--- config.mk ---
export PLATFORM = sky130hd
export DESIGN_NAME = mqtt_received_packet_parser_unit
export DESIGN_NICKNAME = d
export VERILOG_FILES = /design/src/sv/mqtt_rpp_pkg.sv /design/src/sv/mqtt_rpp_step.sv /design/src/sv/mqtt_received_packet_parser_unit.sv
export SDC_FILE = /design/constraint.sdc
export NUM_CORES = 1
export LEC_CHECK = 0
export ABC_AREA = 1
export BUFFER_PORTS_ARGS = -buffer_cell sky130_fd_sc_hd__buf_4
export CORE_UTILIZATION = 61
export CTS_CLUSTER_SIZE = 10
export DETAILED_ROUTE_END_ITERATION = 8
export PLACE_DENSITY = 0.9
export SYNTH_ARGS = -nofsm -noshare
export SYNTH_HDL_FRONTEND = slang
export SYNTH_SLANG_ARGS = --single-unit
--- constraint.sdc ---
create_clock -name i_clk -period 8 [get_ports i_clk]
set_clock_uncertainty 0.2 [all_clocks]
set_input_delay 2 -clock i_clk [delete_from_list [all_inputs] [get_ports i_clk]]
set_output_delay 2 -clock i_clk [all_outputs]
set_load 0.05 [all_outputs]
--- src/sv/mqtt_rpp_pkg.sv ---
// Shared types, codes and constants of the MQTT received packet parser.
package mqtt_rpp_pkg;

    localparam logic [2:0] MAX_LENGTH_BYTES = 3'd4;

    localparam logic [3:0] TYPE_PUBLISH = 4'd3;
    localparam logic [3:0] TYPE_ID_LO   = 4'd4;
    localparam logic [3:0] TYPE_ID_HI   = 4'd11;

    localparam logic [2:0] KIND_HEADER     = 3'd0;
    localparam logic [2:0] KIND_LENGTH     = 3'd1;
    localparam logic [2:0] KIND_TOPIC_LEN  = 3'd2;
    localparam logic [2:0] KIND_TOPIC      = 3'd3;
    localparam logic [2:0] KIND_MESSAGE_ID = 3'd4;
    localparam logic [2:0] KIND_BODY       = 3'd5;

    localparam int OUT_TDATA_W = 80;
    localparam int OUT_TUSER_W = 4;

    typedef enum logic [5:0] {
        PH_HDR   = 6'b000001,
        PH_LEN   = 6'b000010,
        PH_TLEN  = 6'b000100,
        PH_TOPIC = 6'b001000,
        PH_ID    = 6'b010000,
        PH_BODY  = 6'b100000
    } t_phase;

    typedef struct packed {
        t_phase      phase;
        logic [3:0]  type_nib;
        logic [1:0]  qos;
        logic [27:0] length_accum;
        logic [2:0]  length_count;
        logic [27:0] bytes_left;
        logic [15:0] tpc_len;
        logic [15:0] field_count;
        logic [15:0] msg_id;
    } t_state;

    typedef struct packed {
        logic [7:0]  data_byte;
        logic [2:0]  byte_kind;
        logic [3:0]  packet_type;
        logic [1:0]  qos_level;
        logic [15:0] topic_length;
        logic [15:0] packet_id;
        logic [27:0] payload_length;
        logic        packet_end;
        logic        malformed;
    } t_result;

    // Byte kind reported for a byte taken in one of the body phases.
    function automatic logic [2:0] kind_of(input t_phase ph);
        logic [2:0] k;
        unique case (ph)
            PH_TLEN:  k = KIND_TOPIC_LEN;
            PH_TOPIC: k = KIND_TOPIC;
            PH_ID:    k = KIND_MESSAGE_ID;
            PH_BODY:  k = KIND_BODY;
            PH_LEN:   k = KIND_LENGTH;
            default:  k = KIND_HEADER;
        endcase
        return k;
    endfunction

endpackage

--- src/sv/mqtt_rpp_step.sv ---
// Next-state and result logic for one received byte of the MQTT parser.
module mqtt_rpp_step (
    input  logic                  i_restart,
    input  logic [7:0]            i_byte,
    input  mqtt_rpp_pkg::t_state  i_state,
    output mqtt_rpp_pkg::t_state  o_state,
    output mqtt_rpp_pkg::t_result o_result
);

    mqtt_rpp_pkg::t_state s;
    mqtt_rpp_pkg::t_phase np;
    logic        go_hdr;
    logic        end_pkt;
    logic        bad;
    logic [2:0]  kind;
    logic [27:0] len_part;
    logic [15:0] topic_cand;
    logic [27:0] used_chk;
    logic [27:0] used;
    logic [1:0]  id_sz;
    logic        is_pub;
    logic        has_fields;

    assign go_hdr = i_restart || !(i_state.phase == mqtt_rpp_pkg::PH_LEN
                                || i_state.phase == mqtt_rpp_pkg::PH_TLEN
                                || i_state.phase == mqtt_rpp_pkg::PH_TOPIC
                                || i_state.phase == mqtt_rpp_pkg::PH_ID
                                || i_state.phase == mqtt_rpp_pkg::PH_BODY);

    // Seven length bits per byte, least significant group first.
    always_comb begin
        unique case (i_state.length_count[1:0])
            2'd0:    len_part = {21'd0, i_byte[6:0]};
            2'd1:    len_part = {14'd0, i_byte[6:0], 7'd0};
            2'd2:    len_part = {7'd0, i_byte[6:0], 14'd0};
            default: len_part = {i_byte[6:0], 21'd0};
        endcase
    end

    assign topic_cand = i_state.tpc_len | {8'd0, i_byte};
    assign used_chk   = 28'd2 + {12'd0, topic_cand} + {26'd0, (i_state.qos != 2'd0), 1'b0};

    always_comb begin
        s       = i_state;
        np      = i_state.phase;
        end_pkt = 1'b0;
        bad     = 1'b0;
        kind    = mqtt_rpp_pkg::KIND_HEADER;
        if (go_hdr) begin
            s          = '0;
            s.type_nib = i_byte[7:4];
            s.qos      = i_byte[2:1];
            np         = mqtt_rpp_pkg::PH_LEN;
        end else if (i_state.phase == mqtt_rpp_pkg::PH_LEN) begin
            kind           = mqtt_rpp_pkg::KIND_LENGTH;
            s.length_accum = i_state.length_accum | len_part;
            s.length_count = i_state.length_count + 3'd1;
            if (i_byte[7]) begin
                if (s.length_count >= mqtt_rpp_pkg::MAX_LENGTH_BYTES) begin
                    bad     = 1'b1;
                    end_pkt = 1'b1;
                    np      = mqtt_rpp_pkg::PH_HDR;
                end
            end else begin
                s.bytes_left = s.length_accum;
                if (s.length_accum == 28'd0) begin
                    end_pkt = 1'b1;
                    np      = mqtt_rpp_pkg::PH_HDR;
                    bad     = (i_state.type_nib == mqtt_rpp_pkg::TYPE_PUBLISH);
                end else if (i_state.type_nib == mqtt_rpp_pkg::TYPE_PUBLISH) begin
                    np = mqtt_rpp_pkg::PH_TLEN;
                end else if (i_state.type_nib >= mqtt_rpp_pkg::TYPE_ID_LO
                          && i_state.type_nib <= mqtt_rpp_pkg::TYPE_ID_HI) begin
                    np = mqtt_rpp_pkg::PH_ID;
                end else begin
                    np = mqtt_rpp_pkg::PH_BODY;
                end
            end
        end else begin
            kind = mqtt_rpp_pkg::kind_of(i_state.phase);
            if (i_state.bytes_left != 28'd0) begin
                s.bytes_left = i_state.bytes_left - 28'd1;
            end
            unique case (i_state.phase)
                mqtt_rpp_pkg::PH_TLEN: begin
                    if (i_state.field_count == 16'd0) begin
                        s.tpc_len     = {i_byte, 8'd0};
                        s.field_count = 16'd1;
                    end else begin
                        s.tpc_len     = topic_cand;
                        s.field_count = 16'd0;
                        bad           = (used_chk > i_state.length_accum);
                        if (topic_cand != 16'd0) begin
                            np = mqtt_rpp_pkg::PH_TOPIC;
                        end else if (i_state.qos != 2'd0) begin
                            np = mqtt_rpp_pkg::PH_ID;
                        end else begin
                            np = mqtt_rpp_pkg::PH_BODY;
                        end
                    end
                end
                mqtt_rpp_pkg::PH_TOPIC: begin
                    s.field_count = i_state.field_count + 16'd1;
                    if (s.field_count >= i_state.tpc_len) begin
                        s.field_count = 16'd0;
                        np = (i_state.qos != 2'd0) ? mqtt_rpp_pkg::PH_ID
                                                   : mqtt_rpp_pkg::PH_BODY;
                    end
                end
                mqtt_rpp_pkg::PH_ID: begin
                    if (i_state.field_count == 16'd0) begin
                        s.msg_id      = {i_byte, 8'd0};
                        s.field_count = 16'd1;
                    end else begin
                        s.msg_id      = i_state.msg_id | {8'd0, i_byte};
                        s.field_count = 16'd2;
                        np            = mqtt_rpp_pkg::PH_BODY;
                    end
                end
                default: begin
                end
            endcase
            if (s.bytes_left == 28'd0) begin
                end_pkt = 1'b1;
                if (i_state.type_nib == mqtt_rpp_pkg::TYPE_PUBLISH
                    && np == mqtt_rpp_pkg::PH_TLEN) begin
                    bad = 1'b1;
                end
            end
        end
        s.phase = end_pkt ? mqtt_rpp_pkg::PH_HDR : np;
    end

    assign id_sz      = (s.qos != 2'd0) ? 2'd2 : 2'd0;
    assign used       = 28'd2 + {12'd0, s.tpc_len} + {26'd0, id_sz};
    assign is_pub     = (s.type_nib == mqtt_rpp_pkg::TYPE_PUBLISH);
    assign has_fields = is_pub && (np == mqtt_rpp_pkg::PH_TOPIC || np == mqtt_rpp_pkg::PH_ID
                                || np == mqtt_rpp_pkg::PH_BODY);

    always_comb begin
        o_result.data_byte      = i_byte;
        o_result.byte_kind      = kind;
        o_result.packet_type    = s.type_nib;
        o_result.qos_level      = s.qos;
        o_result.topic_length   = has_fields ? s.tpc_len : 16'd0;
        o_result.payload_length = (has_fields && s.length_accum > used)
                                  ? (s.length_accum - used) : 28'd0;
        o_result.packet_id      = (np == mqtt_rpp_pkg::PH_BODY && s.field_count == 16'd2)
                                  ? s.msg_id : 16'd0;
        o_result.packet_end     = end_pkt;
        o_result.malformed      = bad;
    end

    assign o_state = s;

endmodule

--- src/sv/mqtt_received_packet_parser_unit.sv ---
// Top level of the MQTT received packet parser: state, output register and handshakes.
//
// Usage: received MQTT stream bytes enter on the s_axis channel, one byte per beat;
// s_axis_tdata[7:0] is the byte and s_axis_tuser[0] forces it to be parsed as a new
// fixed header. Each input beat gives exactly one result beat on m_axis, which echoes
// the byte and tags it (header, length, topic length, topic, message id, body) along
// with the packet type, QoS, topic length, message id and payload length known so far.
// m_axis_tlast marks the last byte of a packet and m_axis_tuser[3] flags a malformed one.
// The result is registered: a byte accepted at a clock edge shows on m_axis after that edge.
// Throughput is one byte per cycle unless m_axis stalls; the parse state and the output
// register are the only storage, and all per-byte work fits between them.
// s_axis_tready is high while the output register is empty or being taken, so a
// stalled receiver holds the result and back-pressures the input without losing beats.
// Reset (synchronous, active low) empties the output register and makes the next byte
// a fixed header byte.
module mqtt_received_packet_parser_unit (
    input  logic                                  i_clk,
    input  logic                                  i_rst_n,
    input  logic                                  s_axis_tvalid,
    output logic                                  s_axis_tready,
    input  logic [7:0]                            s_axis_tdata,  // [7:0] packet_byte
    input  logic [0:0]                            s_axis_tuser,  // [0] restart
    output logic                                  m_axis_tvalid,
    input  logic                                  m_axis_tready,
    // [7:0] data_byte, [11:8] packet_type, [13:12] qos_level, [29:14] topic_length,
    // [45:30] packet_id, [73:46] payload_length, [79:74] zero
    output logic [mqtt_rpp_pkg::OUT_TDATA_W-1:0]  m_axis_tdata,
    output logic [mqtt_rpp_pkg::OUT_TUSER_W-1:0]  m_axis_tuser,  // [2:0] byte_kind, [3] malformed
    output logic                                  m_axis_tlast   // packet_end
);

    mqtt_rpp_pkg::t_state  r_state;
    mqtt_rpp_pkg::t_state  n_state;
    mqtt_rpp_pkg::t_result n_result;
    mqtt_rpp_pkg::t_result r_result;
    logic                  r_out_valid;
    logic                  in_beat;

    mqtt_rpp_step u_step (
        .i_restart (s_axis_tuser[0]),
        .i_byte    (s_axis_tdata),
        .i_state   (r_state),
        .o_state   (n_state),
        .o_result  (n_result)
    );

    assign s_axis_tready = !r_out_valid || m_axis_tready;
    assign in_beat       = s_axis_tvalid && s_axis_tready;

    always_ff @(posedge i_clk) begin
        if (!i_rst_n) begin
            r_state     <= {mqtt_rpp_pkg::PH_HDR,
                            {($bits(mqtt_rpp_pkg::t_state) - 6){1'b0}}};
            r_out_valid <= 1'b0;
        end else begin
            if (in_beat) begin
                r_state     <= n_state;
                r_out_valid <= 1'b1;
            end else if (m_axis_tready) begin
                r_out_valid <= 1'b0;
            end
        end
    end

    always_ff @(posedge i_clk) begin
        if (in_beat) begin
            r_result <= n_result;
        end
    end

    assign m_axis_tvalid = r_out_valid;
    assign m_axis_tdata  = {6'd0, r_result.payload_length, r_result.packet_id,
                            r_result.topic_length, r_result.qos_level,
                            r_result.packet_type, r_result.data_byte};
    assign m_axis_tuser  = {r_result.malformed, r_result.byte_kind};
    assign m_axis_tlast  = r_result.packet_end;

    // A fixed header byte never closes a packet.
    a_header_not_last: assert property (@(posedge i_clk) disable iff (!i_rst_n)
        (m_axis_tvalid && m_axis_tuser[2:0] == mqtt_rpp_pkg::KIND_HEADER) |-> !m_axis_tlast)
        else $error("header byte marked as packet end");

    // Malformed is raised only on a packet's last byte or on the closing topic length byte.
    a_malformed_place: assert property (@(posedge i_clk) disable iff (!i_rst_n)
        (m_axis_tvalid && m_axis_tuser[3]) |->
            (m_axis_tlast || m_axis_tuser[2:0] == mqtt_rpp_pkg::KIND_TOPIC_LEN))
        else $error("malformed flag on an unexpected byte");

    // Every accepted byte produces a result beat in the next cycle.
    a_result_follows: assert property (@(posedge i_clk) disable iff (!i_rst_n)
        (s_axis_tvalid && s_axis_tready) |=> m_axis_tvalid)
        else $error("accepted byte produced no result");

    // The parse state only moves on an accepted beat.
    a_state_holds: assert property (@(posedge i_clk) disable iff (!i_rst_n)
        (!(s_axis_tvalid && s_axis_tready) && $past(i_rst_n)) |=> $stable(r_state))
        else $error("parse state changed without an input beat");

endmodule
Yosys cells after proc, flatten, opt, wreduce, memory -nomap -nowiden
Index checks and enable logic that the tools add are counted.

Equality and inequality tests: 15. Divide/modulo/power cells: 0. Multiplexer cells: 50. Bitwise gates (word level): 3. Reductions and logical operators: 29. Multiply operators: 0. $lt $le $gt $ge: 6. Add/sub/neg operators: 8. Shift-type cells: 0.

Operators by type and width (count): $mux W28 (5); $mux W107 (1); $mux W6 (16); $pmux W28 S3 (1); $add A28 B2 Y28 (2); $gt A28 B28 Y1 (2); $logic_not A28 Y1 (2); $mux W16 (3); $mux W48 (1); $pmux W16 S3 (1); $add A2 B16 Y17 const A (2); $mux W32 (1); $or A16 B8 Y16 (2); $mux W31 (1); $or A28 B28 Y28 (1); $reduce_bool A28 Y1 (1); $sub A28 B1 Y28 const B (1); $sub A28 B28 Y28 (1); $mux W18 (1); $pmux W6 S3 (1); $add A16 B1 Y16 const B (1); $eq A16 B2 Y1 const B (1); $ge A16 B16 Y1 (1); $logic_not A16 Y1 (1); 24 further kinds (61).

Input bits: 13. Latch bits: 0. Word-level logic and storage cells: 131. ROM bits: 0. Register bits: 199. Memories: 0. RAM bits: 0. Output and inout bits: 87.

Longest topological paths before layout
Depth in word-level cells: 15. Gate-level depth with buffers: 34. Depth with buffers taken out: 32.

Hierarchy
Synthesis repeated with hierarchy kept, for this count alone.

Cell total of the unflattened synthesis: 2352. Area total of the unflattened synthesis: 15471.1 sq um.

Modules (own cells, without submodules): mqtt_received_packet_parser_unit (cells each 869, area an instance 7770.0 sq um, times used 1); mqtt_rpp_step (cells each 1483, area an instance 7701.1 sq um, times used 1).

Least setup slack after synthesis
OpenSTA, ideal clock, no wires.

Path type: input-to-reg. Start: input port m_axis_tready. End: register r_result (netlist bit m_axis_tdata[0]), enable pin. Path buffers: 2. Path slack: 1.938 ns. Arrival: 5.388 ns. Stages: 6. Path through: inv_1 -> nand2_1 -> nand2_1 -> inv_1 -> clkbuf_1 -> clkbuf_1.

Cells in the longest elaborated chain, start to end: 2.

Ends and longest elaborated chain: start: declaration (line mqtt_received_packet_parser_unit.sv:24) `input logic m_axis_tready,`; $logic_or A1 B1 Y1 (line mqtt_received_packet_parser_unit.sv:47) `assign s_axis_tready = !r_out_valid || m_axis_tready;`; via s_axis_tready (line mqtt_received_packet_parser_unit.sv:20) `output logic s_axis_tready,`; $logic_and A1 B1 Y1 (line mqtt_received_packet_parser_unit.sv:48) `assign in_beat = s_axis_tvalid && s_axis_tready;`; via in_beat (line mqtt_received_packet_parser_unit.sv:37) `logic in_beat;`; end signal: assignment (line mqtt_received_packet_parser_unit.sv:67) `r_result <= n_result;`; end: declaration (line mqtt_received_packet_parser_unit.sv:35) `mqtt_rpp_pkg::t_result r_result;`.

The timed path passes the listed nets, and every way through them passes these cells. A chain may end at the register's enable or synchronous reset.

==> run_results.csv <==
group,metric,value,unit
logic_synthesis,synthMuxAreaShare,0,%
logic_synthesis,syn_area,14340,sq um
worst_setup_path,worstPathMaxFanout,27,
power,p_per_area,167.5,nW/um^2
clock_tree,cts_sinks,199,
detailed_routing,wl,42.64,mm
floorplanning,die_w,155.3,um
worst_setup_path,cp_data_required_time,8000,ps
detailed_routing,wl_per_cell,17.48,um
sta,tns,0,ps
logic_synthesis,synthArstFlopShare,0,%
logic_synthesis,synth_compound_area_share,16.02,%
clock_tree,postCtsHoldBufs,0,
detailed_routing,vias,14670,
finish,num-fill-cells,1979,
worst_hold_path,hp-start,"r_state[78]$_SDFFE_PN0P_",
logic_synthesis,synth_edf_count,79,
detailed_routing,viasPerCell,6.014,
worst_hold_path,holdPathEnd,"r_state[78]$_SDFFE_PN0P_",
detailed_routing,drtPass1Iterations,8,
floorplanning,die_area,24130,sq um
placement,place.gp.congestion,0.9952,
detailed_routing,ant_nets,0,
global_route,grt_max_degree,138,
logic_synthesis,synth.area.top_cells,"dfxtp_1 (17%), edfxtp_1 (17%), nand2_1 (12%)",
worst_setup_path,ff2ff_path_depth,27,
clock_tree,clockBufferDepth,2,
clock_tree,ctsResizeCount,0,
clock_tree,cts_buffers,17,
clock_tree,cts_setup_buffers,0,
worst_setup_path,path_delay_family,"compound AO/OA/AOI/OAI gates",
clock_tree,clk_pin_slew,90,ps
finish,nets,2193,
logic_synthesis,post-synth-top-count-cell,"nand2_1",
logic_synthesis,synth_adder_area_share,5.898,%
floorplanning,io_pins,100,
logic_synthesis,ys_warn_count,0,
logic_synthesis,seq_area_frac_synth,33.29,%
sta,max_freq,0.1595,GHz
clock_tree,clkLatencyLatePin,460,ps
sta,hold_viol_final,0,
worst_setup_path,crit_chain,"buf_4 > inv_1 > nand2_4 > o21ai_0 > inv_1 > or2_2 > ha_1 > ha_1 > inv_1 > nor2_1 > xor2_1 > ha_1 > a21oi_1 > o21ai_0 > a21oi_1 > o21ai_0 > nand3_1 > nand3_1 > nand2_1 > nand3b_1 > a21oi_1 > nor2_2 > inv_4 > nor2_1",
global_route,grt_pass1_vias,13400,
sta,setup_viol,0,
detailed_routing,drc,0,
detailed_routing,initialDrtViolationCount,2028,
finish,syn2layout_area_growth,9.876,%
logic_synthesis,yosys-top-cells-count,"nand2_1 (450), inv_1 (245), nor2_1 (223), a21oi_1 (178), o21ai_0 (139)",
finish,drive_above_1_share,10.63,%
sta,drv_slew,0,
finish,multi_input_area,8240,sq um
sta,rsz0062_at_grt,"false",
clock_tree,h-tree-depth,4,
logic_synthesis,synth-simple-area-share,30.94,%
worst_setup_path,crit_path_end_kind,"register",
worst_setup_path,worst-path-buf-inv,5,
placement,portBuffers,93,
clock_tree,clock_tree.root_cell,"clkbuf_16",
worst_setup_path,ff2ff_setup_slack,1780,ps
logic_synthesis,yosysTopAreaCell,"dfxtp_1",
worst_setup_path,worstPathArrival,6270,ps
global_route,antenna_found_initial,0,
sta,worst_slew_pin_slew,1169,ps
flow_run,cap_violations,0,
logic_synthesis,avgSynthCellArea,6.925,sq um
logic_synthesis,synth_xor_area_share,4.397,%
worst_hold_path,hold_depth,2,
worst_setup_path,cp-start-kind,"primary input",
global_route,grtUsageTotal,34.96,%
finish,diodes,0,
global_route,grt_overflow_total,0,
global_route,grt_pass1_wl,66.96,mm
logic_synthesis,syn_inst,2071,
worst_setup_path,reg2reg_to,"m_axis_tdata[59]$_SDFFCE_PN0P_",
logic_synthesis,ys_seq_elements,199,
logic_synthesis,yosysTopAreaCellShare,16.75,%
finish,seq_area,4775,sq um
floorplanning,core,22850,sq um
worst_hold_path,hold_class,"register to register",
finish,design_area,15760,sq um
worst_setup_path,r2r_start,"r_state[117]$_SDFFE_PN0P_",
power,p_leak,7.591,nW
worst_setup_path,path_class,"primary input to register",
logic_synthesis,synth_top_family_by_area,"simple AND/OR/NAND/NOR gates",
sta,min_period,6272,ps
placement,hpwl,31.66,mm
floorplanning,die_height,155.3,um
worst_setup_path,cp_slowest_cell,"ha_1",
placement,placed_cell_area,15100,sq um
floorplanning,start_util,62.77,%
floorplanning,rows,55,
clock_tree,cts_tree,"yes",
worst_setup_path,slowest_delay,350,ps
power,ir_drop,0.1449,mV
logic_synthesis,yosys_most_used_dff,"dfxtp_1",
status,outcome,"completed",
logic_synthesis,synthDistinctLibCells,61,
sta,period_share,78.39,%
sta,slew_headroom,21.80,%
## tightest hold or removal path: cells and delay by family (launching register included)
| kind | cells | cell delay (ps) |
|---|---|---|
| AND/OR/NAND/NOR | 1 | 60 |
| flip-flops | 1 | 330 |
| AO/OA/AOI/OAI | 1 | 60 |
## power breakdown
| group | internal [mW] | switching [mW] | leakage [nW] |
|---|---|---|---|
| clock | 0.450 | 0.513 | 0.314 |
| sequential | 1.10 | 0.0343 | 1.78 |
| combinational | 0.160 | 0.381 | 5.50 |
## cell type report
type	instances	share of cell area, %
clock inverter	15	1.453
inverter	252	6.051
sequential	199	30.30
clock buffer	17	2.700
multi-input combinational	1544	52.29
tap	313	2.485
timing repair buffer	99	4.717
## through the flow
| stage | setup WS, ps | power (mW) | utilization (%) | hold WS [ps] | instances |
|---|---|---|---|---|---|
| 2_1_floorplan | 1938 | 1.542 | - | 256.0 | 2077 |
| 3_3_place_gp | 1473 | 1.662 | 66.11 | 264.8 | 2407 |
| 3_5_place_dp | 1378 | 1.678 | 66.11 | 277.2 | 2407 |
| 4_1_cts | 1824 | 2.621 | 68.97 | 288.0 | 2439 |
| 5_1_grt | 1273 | 2.727 | 68.97 | 317.5 | 2439 |
| 6_report | 1728 | 2.639 | 68.97 | 297.3 | 2439 |
## worst max-delay path by stage
| stage | startpoint | end | slack [ps] | cells past startpoint |
|---|---|---|---|---|
| final | s_axis_tuser | m_axis_tdata[59]$_SDFFCE_PN0P_ | 1730 | 24 |
| after global routing | r_state[117]$_SDFFE_PN0P_ | m_axis_tdata[71]$_SDFFCE_PN0P_ | 1270 | 27 |
| after CTS | s_axis_tuser | m_axis_tdata[59]$_SDFFCE_PN0P_ | 1820 | 24 |
| after detailed placement | s_axis_tuser | m_axis_tdata[59]$_SDFFCE_PN0P_ | 1380 | 24 |
| after global placement | s_axis_tuser | m_axis_tdata[59]$_SDFFCE_PN0P_ | 1470 | 24 |
| after floorplan | m_axis_tready | m_axis_tdata[0]$_DFFE_PP_ | 1940 | 6 |
## cells in the final DEF (no fill, tap or decap), types with 4 or more instances in the layout
master | netlist | layout
nor2_1 | 223 | 223
nor3_1 | 23 | 23
o21ai_1 | 7 | 7
inv_6 | 0 | 4
o31ai_1 | 5 | 5
inv_2 | 5 | 5
nor2_2 | 36 | 36
inv_12 | 0 | 7
conb_1 | 2 | 8
dfxtp_1 | 120 | 120
o21ai_0 | 139 | 139
buf_4 | 7 | 99
edfxtp_1 | 79 | 79
or2_2 | 13 | 13
ha_1 | 66 | 66
o22ai_1 | 10 | 10
xnor2_1 | 14 | 14
a21oi_1 | 178 | 178
nand2_2 | 7 | 7
o211ai_1 | 41 | 41
nor2_4 | 7 | 7
nand3b_1 | 12 | 12
nand3_1 | 130 | 130
a31o_2 | 4 | 4
a31oi_1 | 10 | 10
inv_1 | 245 | 244
nand2_1 | 450 | 450
clkbuf_16 | 0 | 17
xor2_1 | 58 | 58
nand4_1 | 53 | 53
nand3_2 | 6 | 6
## kinds of logic (layout without fill, tap and decap cells)
family	Yosys count	count (layout)
simple gates	982	982
flops	199	199
xor+xnor	72	72
fa+ha+maj	67	67
buf+inv	334	383
other cells	2	8
compound gates	415	415
## registers in the layout (all words and copies together) (netlist names)
register / flops
m_axis_tlast: 1
m_axis_tdata: 74
m_axis_tvalid: 1
m_axis_tuser: 4
r_state: 119
## metal layers
metal	wire length, um	part of all wire, %	vias to the layer above	global-route usage (%)
met5	0	0	-	0
met4	1978	4.6	0	16.34
met3	4067	9.5	187	7.103
met2	19650	46	798	57.27
met1	16950	40	6693	44.22
li1	-	-	6989	-
No activity file was read; power rests on OpenSTA's default activity.
